File: src/rtl/rsa_key_pair_generator_unit_assert.svh
// Assertion macros for the top-level RTL file.
`ifndef RSA_KEY_PAIR_GENERATOR_UNIT_ASSERT_SVH
`define RSA_KEY_PAIR_GENERATOR_UNIT_ASSERT_SVH
// Same-cycle implication, checked out of reset.
`define RKG_ASSERT_IMP(lbl, ante, cons) \
  lbl: assert property (@(posedge clk) disable iff (!rst_n) (ante) |-> (cons)) \
    else $error("rkg assertion failed");
// Next-cycle implication, checked out of reset.
`define RKG_ASSERT_NXT(lbl, ante, cons) \
  lbl: assert property (@(posedge clk) disable iff (!rst_n) (ante) |=> (cons)) \
    else $error("rkg assertion failed");
`endif

File: src/rtl/rkg_pkg.sv
package rkg_pkg;

  localparam int MaxPairsDef = 64;
  localparam int InW         = 16;
  localparam int WordW       = 32;
  localparam int DvdW        = 64;

  typedef enum logic [1:0] {
    ST_OK      = 2'd0,
    ST_BAD_P   = 2'd1,
    ST_BAD_Q   = 2'd2,
    ST_NO_EXP  = 2'd3
  } status_t;

  typedef enum logic [1:0] {
    WHO_P = 2'd0,
    WHO_Q = 2'd1,
    WHO_C = 2'd2
  } who_t;

  typedef enum logic [4:0] {
    S_IDLE,
    S_PR_START,
    S_PR_LOOP,
    S_PR_WAIT,
    S_PR_TRUE,
    S_PR_FALSE,
    S_MUL_N,
    S_MUL_N_WAIT,
    S_MUL_T,
    S_MUL_T_WAIT,
    S_CAND,
    S_CAND_WAIT,
    S_NEXT_C,
    S_INV_MOD,
    S_INV_STEP,
    S_INV_CHK,
    S_INV_DIV,
    S_FINISH,
    S_EMIT
  } state_t;

  typedef struct packed {
    logic             done;
    logic [DvdW-1:0]  quot;
    logic [WordW-1:0] rem;
  } div_rsp_t;

  typedef struct packed {
    logic             done;
    logic [WordW-1:0] prod;
  } mul_rsp_t;

endpackage

File: src/rtl/rkg_div.sv
module rkg_div
  import rkg_pkg::*;
(
  input  logic             clk,
  input  logic             rst_n,
  input  logic             start,
  input  logic [DvdW-1:0]  dividend,
  input  logic [WordW-1:0] divisor,
  output div_rsp_t         rsp
);

  localparam int CntW = $clog2(DvdW + 1);

  logic [DvdW-1:0]  dvd_r, dvd_nxt;
  logic [WordW-1:0] rem_r, rem_nxt;
  logic [WordW-1:0] dvs_r, dvs_nxt;
  logic [CntW-1:0]  cnt_r, cnt_nxt;
  logic             busy_r, busy_nxt;
  logic             done_r, done_nxt;
  logic [WordW:0]   sh;
  logic [WordW:0]   diff;

  // Restoring division, one quotient bit per cycle
  always_comb begin
    sh       = {rem_r, dvd_r[DvdW-1]};
    diff     = sh - {1'b0, dvs_r};
    dvd_nxt  = dvd_r;
    rem_nxt  = rem_r;
    dvs_nxt  = dvs_r;
    cnt_nxt  = cnt_r;
    busy_nxt = busy_r;
    done_nxt = 1'b0;
    if (start) begin
      dvd_nxt  = dividend;
      rem_nxt  = '0;
      dvs_nxt  = divisor;
      cnt_nxt  = '0;
      busy_nxt = 1'b1;
    end else if (busy_r) begin
      if (!diff[WordW]) begin
        rem_nxt = diff[WordW-1:0];
        dvd_nxt = {dvd_r[DvdW-2:0], 1'b1};
      end else begin
        rem_nxt = sh[WordW-1:0];
        dvd_nxt = {dvd_r[DvdW-2:0], 1'b0};
      end
      cnt_nxt = cnt_r + 1'b1;
      if (cnt_r == CntW'(DvdW - 1)) begin
        busy_nxt = 1'b0;
        done_nxt = 1'b1;
      end
    end
  end

  always_ff @(posedge clk) begin
    dvd_r <= dvd_nxt;
    rem_r <= rem_nxt;
    dvs_r <= dvs_nxt;
    cnt_r <= cnt_nxt;
    if (!rst_n) begin
      busy_r <= 1'b0;
      done_r <= 1'b0;
    end else begin
      busy_r <= busy_nxt;
      done_r <= done_nxt;
    end
  end

  assign rsp.done = done_r;
  assign rsp.quot = dvd_r;
  assign rsp.rem  = rem_r;

endmodule

File: src/rtl/rkg_mul.sv
module rkg_mul
  import rkg_pkg::*;
(
  input  logic           clk,
  input  logic           rst_n,
  input  logic           start,
  input  logic [InW-1:0] op_a,
  input  logic [InW-1:0] op_b,
  output mul_rsp_t       rsp
);

  localparam int CntW = $clog2(InW + 1);

  logic [WordW-1:0] mc_r, mc_nxt;
  logic [InW-1:0]   mp_r, mp_nxt;
  logic [WordW-1:0] acc_r, acc_nxt;
  logic [CntW-1:0]  cnt_r, cnt_nxt;
  logic             busy_r, busy_nxt;
  logic             done_r, done_nxt;

  // Shift-add, one multiplier bit per cycle
  always_comb begin
    mc_nxt   = mc_r;
    mp_nxt   = mp_r;
    acc_nxt  = acc_r;
    cnt_nxt  = cnt_r;
    busy_nxt = busy_r;
    done_nxt = 1'b0;
    if (start) begin
      mc_nxt   = {{(WordW-InW){1'b0}}, op_a};
      mp_nxt   = op_b;
      acc_nxt  = '0;
      cnt_nxt  = '0;
      busy_nxt = 1'b1;
    end else if (busy_r) begin
      if (mp_r[0]) acc_nxt = acc_r + mc_r;
      mc_nxt  = {mc_r[WordW-2:0], 1'b0};
      mp_nxt  = {1'b0, mp_r[InW-1:1]};
      cnt_nxt = cnt_r + 1'b1;
      if (cnt_r == CntW'(InW - 1)) begin
        busy_nxt = 1'b0;
        done_nxt = 1'b1;
      end
    end
  end

  always_ff @(posedge clk) begin
    mc_r  <= mc_nxt;
    mp_r  <= mp_nxt;
    acc_r <= acc_nxt;
    cnt_r <= cnt_nxt;
    if (!rst_n) begin
      busy_r <= 1'b0;
      done_r <= 1'b0;
    end else begin
      busy_r <= busy_nxt;
      done_r <= done_nxt;
    end
  end

  assign rsp.done = done_r;
  assign rsp.prod = acc_r;

endmodule

File: src/rtl/rsa_key_pair_generator_unit.sv
// Run time is data dependent: each trial division runs a start, 64 bit steps in the divider
// and a result, each product a start, 16 steps in the shift-add multiplier and a result,
// plus per-step control.
// Throughput: one request at a time; the next is taken after its last result transfers.
// A request gives up to MAX_PAIRS results, or one error result.
// Reset: synchronous active-low rst_n returns the controller to idle, no request pending.
module rsa_key_pair_generator_unit
  import rkg_pkg::*;
#(
  parameter int MAX_PAIRS = MaxPairsDef
) (
  input  logic             clk,
  input  logic             rst_n,
  input  logic             in_valid,
  output logic             in_stall,
  input  logic [InW-1:0]   in_first_prime,
  input  logic [InW-1:0]   in_second_prime,
  output logic             out_valid,
  input  logic             out_stall,
  output logic [WordW-1:0] out_modulus,
  output logic [WordW-1:0] out_public_exponent,
  output logic [WordW-1:0] out_private_exponent,
  output logic [1:0]       out_status,
  output logic             out_last
);

  `include "rsa_key_pair_generator_unit_assert.svh"

  localparam int CntW = $clog2(MAX_PAIRS + 1);
  localparam int FW   = WordW / 2 + 1;
  localparam int SqW  = WordW + 2;

  state_t state_r, state_nxt, ret_r, ret_nxt;
  who_t   who_r, who_nxt;

  logic [InW-1:0]   p_r, p_nxt, q_r, q_nxt;
  logic [WordW-1:0] n_r, n_nxt, t_r, t_nxt, c_r, c_nxt, v_r, v_nxt;
  logic [FW-1:0]    f_r, f_nxt;
  logic [SqW-1:0]   sq_r, sq_nxt;
  logic [WordW-1:0] tm_r, tm_nxt, r_r, r_nxt;
  logic [DvdW-1:0]  k_r, k_nxt;
  logic [CntW-1:0]  cnt_r, cnt_nxt;
  logic             pv_r, pv_nxt;
  logic [WordW-1:0] pe_r, pe_nxt, pd_r, pd_nxt;
  logic [WordW-1:0] on_r, on_nxt, oe_r, oe_nxt, od_r, od_nxt;
  status_t          ost_r, ost_nxt;
  logic             olast_r, olast_nxt;

  logic             div_start, mul_start;
  logic [DvdW-1:0]  div_dvd;
  logic [WordW-1:0] div_dvs;
  logic [InW-1:0]   mul_a, mul_b;
  div_rsp_t         div_rsp;
  mul_rsp_t         mul_rsp;
  logic [WordW:0]   rsum;
  logic [WordW:0]   rdif;

  rkg_div u_div (
    .clk      (clk),
    .rst_n    (rst_n),
    .start    (div_start),
    .dividend (div_dvd),
    .divisor  (div_dvs),
    .rsp      (div_rsp)
  );

  rkg_mul u_mul (
    .clk   (clk),
    .rst_n (rst_n),
    .start (mul_start),
    .op_a  (mul_a),
    .op_b  (mul_b),
    .rsp   (mul_rsp)
  );

  assign in_stall             = (state_r != S_IDLE);
  assign out_valid            = (state_r == S_EMIT);
  assign out_modulus          = on_r;
  assign out_public_exponent  = oe_r;
  assign out_private_exponent = od_r;
  assign out_status           = ost_r;
  assign out_last             = olast_r;

  // Running residue of k modulo e
  assign rsum = {1'b0, r_r} + {1'b0, tm_r};
  assign rdif = rsum - {1'b0, c_r};

  // Sequence the search
  always_comb begin
    state_nxt = state_r;
    ret_nxt   = ret_r;
    who_nxt   = who_r;
    p_nxt     = p_r;
    q_nxt     = q_r;
    n_nxt     = n_r;
    t_nxt     = t_r;
    c_nxt     = c_r;
    v_nxt     = v_r;
    f_nxt     = f_r;
    sq_nxt    = sq_r;
    tm_nxt    = tm_r;
    r_nxt     = r_r;
    k_nxt     = k_r;
    cnt_nxt   = cnt_r;
    pv_nxt    = pv_r;
    pe_nxt    = pe_r;
    pd_nxt    = pd_r;
    on_nxt    = on_r;
    oe_nxt    = oe_r;
    od_nxt    = od_r;
    ost_nxt   = ost_r;
    olast_nxt = olast_r;
    div_start = 1'b0;
    div_dvd   = {{(DvdW-WordW){1'b0}}, v_r};
    div_dvs   = {{(WordW-FW){1'b0}}, f_r};
    mul_start = 1'b0;
    mul_a     = p_r;
    mul_b     = q_r;
    unique case (state_r)
      S_IDLE: begin
        if (in_valid) begin
          p_nxt     = in_first_prime;
          q_nxt     = in_second_prime;
          v_nxt     = {{(WordW-InW){1'b0}}, in_first_prime};
          who_nxt   = WHO_P;
          pv_nxt    = 1'b0;
          cnt_nxt   = '0;
          state_nxt = S_PR_START;
        end
      end
      S_PR_START: begin
        f_nxt  = FW'(2);
        sq_nxt = SqW'(4);
        if (v_r < WordW'(2)) state_nxt = S_PR_FALSE;
        else state_nxt = S_PR_LOOP;
      end
      S_PR_LOOP: begin
        if (sq_r > {2'b0, v_r}) begin
          state_nxt = S_PR_TRUE;
        end else begin
          div_start = 1'b1;
          state_nxt = S_PR_WAIT;
        end
      end
      S_PR_WAIT: begin
        if (div_rsp.done) begin
          if (div_rsp.rem == '0) begin
            state_nxt = S_PR_FALSE;
          end else begin
            sq_nxt    = sq_r + SqW'({f_r, 1'b1});
            f_nxt     = f_r + 1'b1;
            state_nxt = S_PR_LOOP;
          end
        end
      end
      S_PR_TRUE: begin
        priority case (who_r)
          WHO_P: begin
            v_nxt     = {{(WordW-InW){1'b0}}, q_r};
            who_nxt   = WHO_Q;
            state_nxt = S_PR_START;
          end
          WHO_Q: begin
            if (p_r == q_r) begin
              on_nxt    = '0;
              oe_nxt    = '0;
              od_nxt    = '0;
              ost_nxt   = ST_BAD_Q;
              olast_nxt = 1'b1;
              ret_nxt   = S_IDLE;
              state_nxt = S_EMIT;
            end else begin
              state_nxt = S_MUL_N;
            end
          end
          default: begin
            if (c_r == {{(WordW-InW){1'b0}}, p_r} || c_r == {{(WordW-InW){1'b0}}, q_r}) begin
              state_nxt = S_NEXT_C;
            end else begin
              div_start = 1'b1;
              div_dvd   = {{(DvdW-WordW){1'b0}}, t_r};
              div_dvs   = c_r;
              state_nxt = S_INV_MOD;
            end
          end
        endcase
      end
      S_PR_FALSE: begin
        if (who_r == WHO_C) begin
          state_nxt = S_NEXT_C;
        end else begin
          on_nxt    = '0;
          oe_nxt    = '0;
          od_nxt    = '0;
          ost_nxt   = (who_r == WHO_P) ? ST_BAD_P : ST_BAD_Q;
          olast_nxt = 1'b1;
          ret_nxt   = S_IDLE;
          state_nxt = S_EMIT;
        end
      end
      S_MUL_N: begin
        mul_start = 1'b1;
        state_nxt = S_MUL_N_WAIT;
      end
      S_MUL_N_WAIT: begin
        if (mul_rsp.done) begin
          n_nxt     = mul_rsp.prod;
          state_nxt = S_MUL_T;
        end
      end
      S_MUL_T: begin
        mul_start = 1'b1;
        mul_a     = p_r - 1'b1;
        mul_b     = q_r - 1'b1;
        state_nxt = S_MUL_T_WAIT;
      end
      S_MUL_T_WAIT: begin
        if (mul_rsp.done) begin
          t_nxt     = mul_rsp.prod;
          c_nxt     = WordW'(2);
          state_nxt = S_CAND;
        end
      end
      S_CAND: begin
        if (c_r < t_r && cnt_r < CntW'(MAX_PAIRS)) begin
          div_start = 1'b1;
          div_dvd   = {{(DvdW-WordW){1'b0}}, t_r};
          div_dvs   = c_r;
          state_nxt = S_CAND_WAIT;
        end else begin
          state_nxt = S_FINISH;
        end
      end
      S_CAND_WAIT: begin
        if (div_rsp.done) begin
          if (div_rsp.rem == '0) begin
            state_nxt = S_NEXT_C;
          end else begin
            v_nxt     = c_r;
            who_nxt   = WHO_C;
            state_nxt = S_PR_START;
          end
        end
      end
      S_NEXT_C: begin
        c_nxt     = c_r + 1'b1;
        state_nxt = S_CAND;
      end
      S_INV_MOD: begin
        if (div_rsp.done) begin
          tm_nxt    = div_rsp.rem;
          r_nxt     = WordW'(1);
          k_nxt     = DvdW'(1);
          state_nxt = S_INV_STEP;
        end
      end
      S_INV_STEP: begin
        // Advance k by t and keep its residue
        k_nxt     = k_r + {{(DvdW-WordW){1'b0}}, t_r};
        r_nxt     = rdif[WordW] ? rsum[WordW-1:0] : rdif[WordW-1:0];
        state_nxt = S_INV_CHK;
      end
      S_INV_CHK: begin
        if (r_r == '0) begin
          div_start = 1'b1;
          div_dvd   = k_r;
          div_dvs   = c_r;
          state_nxt = S_INV_DIV;
        end else begin
          state_nxt = S_INV_STEP;
        end
      end
      S_INV_DIV: begin
        if (div_rsp.done) begin
          // Hold one pair back so the final one can carry last
          pe_nxt  = c_r;
          pd_nxt  = div_rsp.quot[WordW-1:0];
          pv_nxt  = 1'b1;
          cnt_nxt = cnt_r + 1'b1;
          if (pv_r) begin
            on_nxt    = n_r;
            oe_nxt    = pe_r;
            od_nxt    = pd_r;
            ost_nxt   = ST_OK;
            olast_nxt = 1'b0;
            ret_nxt   = S_NEXT_C;
            state_nxt = S_EMIT;
          end else begin
            state_nxt = S_NEXT_C;
          end
        end
      end
      S_FINISH: begin
        on_nxt    = n_r;
        olast_nxt = 1'b1;
        ret_nxt   = S_IDLE;
        state_nxt = S_EMIT;
        if (pv_r) begin
          oe_nxt  = pe_r;
          od_nxt  = pd_r;
          ost_nxt = ST_OK;
        end else begin
          oe_nxt  = '0;
          od_nxt  = '0;
          ost_nxt = ST_NO_EXP;
        end
      end
      S_EMIT: begin
        if (!out_stall) state_nxt = ret_r;
      end
      default: state_nxt = S_IDLE;
    endcase
  end

  always_ff @(posedge clk) begin
    p_r     <= p_nxt;
    q_r     <= q_nxt;
    n_r     <= n_nxt;
    t_r     <= t_nxt;
    c_r     <= c_nxt;
    v_r     <= v_nxt;
    f_r     <= f_nxt;
    sq_r    <= sq_nxt;
    tm_r    <= tm_nxt;
    r_r     <= r_nxt;
    k_r     <= k_nxt;
    pe_r    <= pe_nxt;
    pd_r    <= pd_nxt;
    on_r    <= on_nxt;
    oe_r    <= oe_nxt;
    od_r    <= od_nxt;
    ost_r   <= ost_nxt;
    olast_r <= olast_nxt;
    who_r   <= who_nxt;
    ret_r   <= ret_nxt;
    if (!rst_n) begin
      state_r <= S_IDLE;
      cnt_r   <= '0;
      pv_r    <= 1'b0;
    end else begin
      state_r <= state_nxt;
      cnt_r   <= cnt_nxt;
      pv_r    <= pv_nxt;
    end
  end

  `RKG_ASSERT_IMP(a_ok_has_exp, out_valid && out_status == ST_OK, out_public_exponent != '0)
  `RKG_ASSERT_IMP(a_err_is_last, out_valid && out_status != ST_OK, out_last)
  `RKG_ASSERT_IMP(a_cnt_bound, 1'b1, cnt_r <= CntW'(MAX_PAIRS))
  `RKG_ASSERT_NXT(a_busy_after_take, in_valid && !in_stall, in_stall)

endmodule

File: config.mk
export PLATFORM = sky130hd
export DESIGN_NAME = rsa_key_pair_generator_unit
export DESIGN_NICKNAME = d
export VERILOG_FILES = /design/src/rtl/rkg_pkg.sv /design/src/rtl/rkg_div.sv /design/src/rtl/rkg_mul.sv /design/src/rtl/rsa_key_pair_generator_unit.sv
export VERILOG_INCLUDE_DIRS = /design/src /design/src/rtl
export SDC_FILE = /design/constraint.sdc
export NUM_CORES = 2
export LEC_CHECK = 0
export BUFFER_PORTS_ARGS = -buffer_cell sky130_fd_sc_hd__buf_2
export CORE_UTILIZATION = 30
export CTS_BUF_LIST = sky130_fd_sc_hd__clkbuf_4
export DETAILED_ROUTE_END_ITERATION = 10
export PLACE_DENSITY = 0.56
export SYNTH_ARGS = -nofsm -noshare
export SYNTH_HDL_FRONTEND = slang
export SYNTH_SLANG_ARGS = --single-unit
File: constraint.sdc
create_clock -name clk -period 9.3 [get_ports clk]
set_input_delay 2.79 -clock clk [delete_from_list [all_inputs] [get_ports clk]]
set_output_delay 2.79 -clock clk [all_outputs]
set_load 0.005 [all_outputs]
==> flow_summary.rst <==
.. list-table::
   :header-rows: 1

   * - Metric
     - Value
   * - Non-filler cells in the finished layout
     - approximately 6100
   * - Seq/Total Area, Yosys
     - 51.4%
   * - Detailed-route DRC error count
     - 0
   * - Die area
     - 139000 µm²
   * - Number of DRC violations after detailed-routing iteration 0
     - around 2500
   * - EDFF count, synth
     - about 630
   * - P&R area growth vs syn
     - 12.9%
   * - Hold_buf cts
     - 0
   * - Number of instances in the synthesized netlist
     - approximately 4000
   * - Total clock buffers created by CTS
     - 200
   * - Worst-skew pair later-pin latency
     - 1.22 ns
   * - Arr. time, crit path
     - 6.65 ns
   * - Number of standard-cell rows in the floorplan
     - about 140
   * - Routed WL per cell
     - slightly below 20 µm
   * - Total vias in the final route
     - between 30000 and 40000
   * - Most frequent cells in the layout
     - 633 x edfxtp_1, 385 x nor2_1, 369 x nand2_1
   * - Placement-stage cell area
     - about 44000 µm²
   * - Count of boundary I/O pins
     - 137
   * - Setup bufs post-CTS
     - 0
   * - Final Max Slew Viols
     - 0
   * - Global-route wire length before repair
     - 180 mm
   * - Die extent in y
     - around 370 µm
   * - Number of warnings reported in the yosys synthesis log
     - 0
   * - Total setup violations reported at the end of the flow
     - 0
   * - Fraction of met1 tracks used by global routing
     - a little under a quarter
   * - RSZ-0062 raised after global routing
     - no
   * - FFs w/ async S/R, synth
     - 0%
   * - Antenna Violating Nets Remaining
     - 0
   * - Path type of the worst min-delay path
     - reg -> reg
   * - Number of unique standard cell types used by synthesis
     - 85
   * - Router iterations before antenna repair
     - 5
   * - Result of the run
     - finished, final reports clean
   * - H-tree depth
     - 4
   * - Root buf cell
     - clkbuf_4
   * - Leak Pwr
     - around 18 nW
   * - Net count after synthesis
     - ~4200
   * - Global Route met2 Usage
     - 25.1%
   * - Post-Synthesis Mean Instance Area
     - approximately 10 µm²
   * - Estimated wirelength of the detail-placed design
     - between 80 and 90 mm
   * - Clock transition at path regs
     - roughly 0.07 ns
   * - Core Util, Final
     - 34.2%
   * - Fmax
     - 0.172 GHz
   * - Total of cells resized after clock tree synthesis
     - 0
   * - Power per standard cell area
     - 227 nW/µm²
   * - Start-to-end type of the worst setup path
     - reg -> reg
   * - Wire length reported by the detailed router
     - around 120 mm
   * - Fraction of met3 tracks used by global routing
     - about 3.2%
   * - Remaining Overflow, GRT
     - 0
   * - Rel. slew slack
     - between 20% and 30%
   * - Die Span X
     - 373 µm
   * - Worst Setup Start Kind
     - register
   * - Commonest non-fill, non-tap cell in the layout
     - edfxtp_1
   * - Net count reported at finish
     - 4443
   * - Initial core utilization
     - a little under a third
   * - Vias in the first global route
     - around 30000
   * - Maximum clock insertion buffer count
     - 3
   * - Time the worst path needs with I/O delays and setup
     - approximately 5.8 ns
   * - Actual transition at the worst max-transition pin
     - around 1.1 ns
   * - Pin count of the biggest net entering global routing
     - 82
   * - Clock tree from TritonCTS
     - built
   * - Final Skew
     - 0.125 ns
   * - Cells after DPL
     - about 5700
   * - DR vias/cell
     - ~5.1
   * - Max cap viols
     - 0
   * - Clock tree sinks
     - between 700 and 800
   * - Cell area after technology mapping
     - a little over 40000 µm²
   * - Data required time at the worst endpoint
     - around 10 ns
   * - Total non-filler cell area in the finished layout
     - 46500 µm²
   * - Final GP Congestion
     - approximately 0.93
   * - Most congested layer reported by global routing
     - met2
   * - Final count of hold timing violations
     - 0
   * - Core outline area
     - roughly 140000 µm²
   * - Tot GR Track Use
     - between 10% and 20%
   * - CP Capture Type
     - register
   * - Port buffer count
     - 136
   * - CP max FO
     - 38
   * - Flop and latch count out of synthesis
     - roughly 740
   * - Initial antenna violation count
     - 14
   * - Share of the clock period used by the worst path
     - 62.6%
   * - Max IR drop VDD
     - ~0.13 mV
   * - Proportion of layout cells with a drive suffix above 1
     - about an eighth
   * - Final setup TNS
     - 0 ns
   * - Dominant synthesized flop cell
     - edfxtp_1
## cells by family (layout without fill, tap and decap cells)
| kind of cell | Yosys count | after routing | share of synthesized area [%] |
|---|---|---|---|
| muxes | 49 | 49 | 1.20 |
| xor gates and xnor gates | 300 | 300 | 6.39 |
| other | 0 | 8 | 0 |
| AOI/OAI and AO/OA | 913 | 913 | 14.5 |
| and+or+nand+nor | 1320 | 1320 | 15.2 |
| DFF | 742 | 742 | 51.4 |
| buffers and inverters | 371 | 741 | 3.53 |
| adders and majority gates | 253 | 253 | 7.79 |
## cell type report
cell class | count | area [µm²]
tap | 1781 | 2230
antenna | 8 | 20.0
clock buffer | 297 | 2230
clock inverter | 69 | 425
fill | 13800 | 89400
multi-input combinational | 2835 | 18700
sequential | 742 | 21200
timing repair buffer | 180 | 1010
inverter | 195 | 736
## cells in the mapped netlist (8+ instances only)
library cell / n / area share (%)
edfxtp_1: 633 / 46
nor2_1: 386 / 3.5
nand2_1: 371 / 3.4
ha_1: 247 / 7.5
a21oi_1: 222 / 2.7
inv_1: 191 / 1.7
xnor2_1: 157 / 3.3
clkbuf_1: 152 / 1.4
o21ai_0: 148 / 1.8
xor2_1: 142 / 3.0
and2_1: 111 / 1.7
dfxtp_1: 109 / 5.3
a21o_1: 104 / 1.9
nor3_1: 86 / 1.0
nand3_1: 70 / 0.85
nor4_1: 59 / 0.90
a31oi_1: 57 / 0.86
o21ai_1: 50 / 0.61
a22oi_1: 49 / 0.89
mux2i_1: 47 / 1.1
nand4_1: 43 / 0.65
nand2b_1: 41 / 0.62
nor2b_1: 38 / 0.58
o21a_1: 38 / 0.69
a211oi_1: 34 / 0.62
a22o_1: 34 / 0.72
and3_1: 34 / 0.52
or3_1: 30 / 0.46
o211ai_1: 25 / 0.46
o21bai_1: 17 / 0.31
o31ai_1: 15 / 0.27
or4_1: 13 / 0.24
a311oi_1: 12 / 0.25
buf_2: 11 / 0.13
o31a_1: 11 / 0.23
a2111oi_0: 9 / 0.19
and4_1: 8 / 0.17
buf_1: 8 / 0.073
nand3b_1: 8 / 0.15
## layer usage
| layer | up-vias | share of wire [%] |
|---|---|---|
| li1 | 15000 | - |
| met1 | 15000 | 47 |
| met2 | 1014 | 44 |
| met3 | 167 | 7.1 |
| met4 | 8 | 2.3 |
| met5 | - | 0.036 |
## report_power, final
part	internal [W]	switching, W	total [W]	leakage [nW]
Sequential	0.00419	0.000592	0.00478	7.10
Combinational	0.00109	0.00168	0.00277	9.47
Clock	0.00154	0.00146	0.00301	1.58
Total	0.00681	0.00374	0.0106	18.2
## stage by stage
stage	hold WS [ns]	setup WS [ns]	total power, W
3_3_place_gp	0.440	3.68	0.00753
5_1_grt	0.372	3.10	0.0112
3_5_place_dp	0.434	3.64	0.00757
2_1_floorplan	0.427	0.469	0.00668
6_report	0.361	3.48	0.0106
4_1_cts	0.360	3.59	0.0106
## sequential cells by signal, indices dropped and copies added, names as in the netlist, 16 cells and up
name                  flops
out_modulus              32
u_div.dvd_r              64
u_mul.mc_r               32
n_r                      32
r_r                      32
k_r                      64
u_div.rem_r              32
out_private_exponent     32
c_r                      32
v_r                      32
u_mul.mp_r               16
u_mul.acc_r              32
p_r                      16
q_r                      16
pd_r                     32
pe_r                     32
out_public_exponent      32
f_r                      17
t_r                      32
sq_r                     34
tm_r                     32
u_div.dvs_r              32
## worst max-delay path, cell delays in order, from the launching register on
cell       delay, ns
edfxtp_1        0.40
ha_1            0.24
fa_1            0.45
a211oi_2        0.26
o211ai_1        0.18
a311o_1         0.49
a21oi_1         0.22
xnor2_1         0.19
ha_1            0.33
nor2b_1         0.14
o21ai_0         0.33
a2111oi_0       0.19
nor3_1          0.53
a21oi_1         0.19
o31a_1          0.37
xnor2_4         0.13
buf_4           0.51
mux2i_1         0.27
nor2_1          0.05
## path summary, 6_finish.rpt
kind	startpoint	end	slack (ns)	cells past startpoint
hold / removal	u_div.dvd_r[23]	pd_r[23]	0.36	0
hold reg to reg	u_div.dvd_r[23]	pd_r[23]	0.36	0
setup / recovery	r_r[0]	r_r[13]	3.48	18
setup reg to reg	r_r[0]	r_r[13]	3.48	18
(Power assumes the default switching activity.)
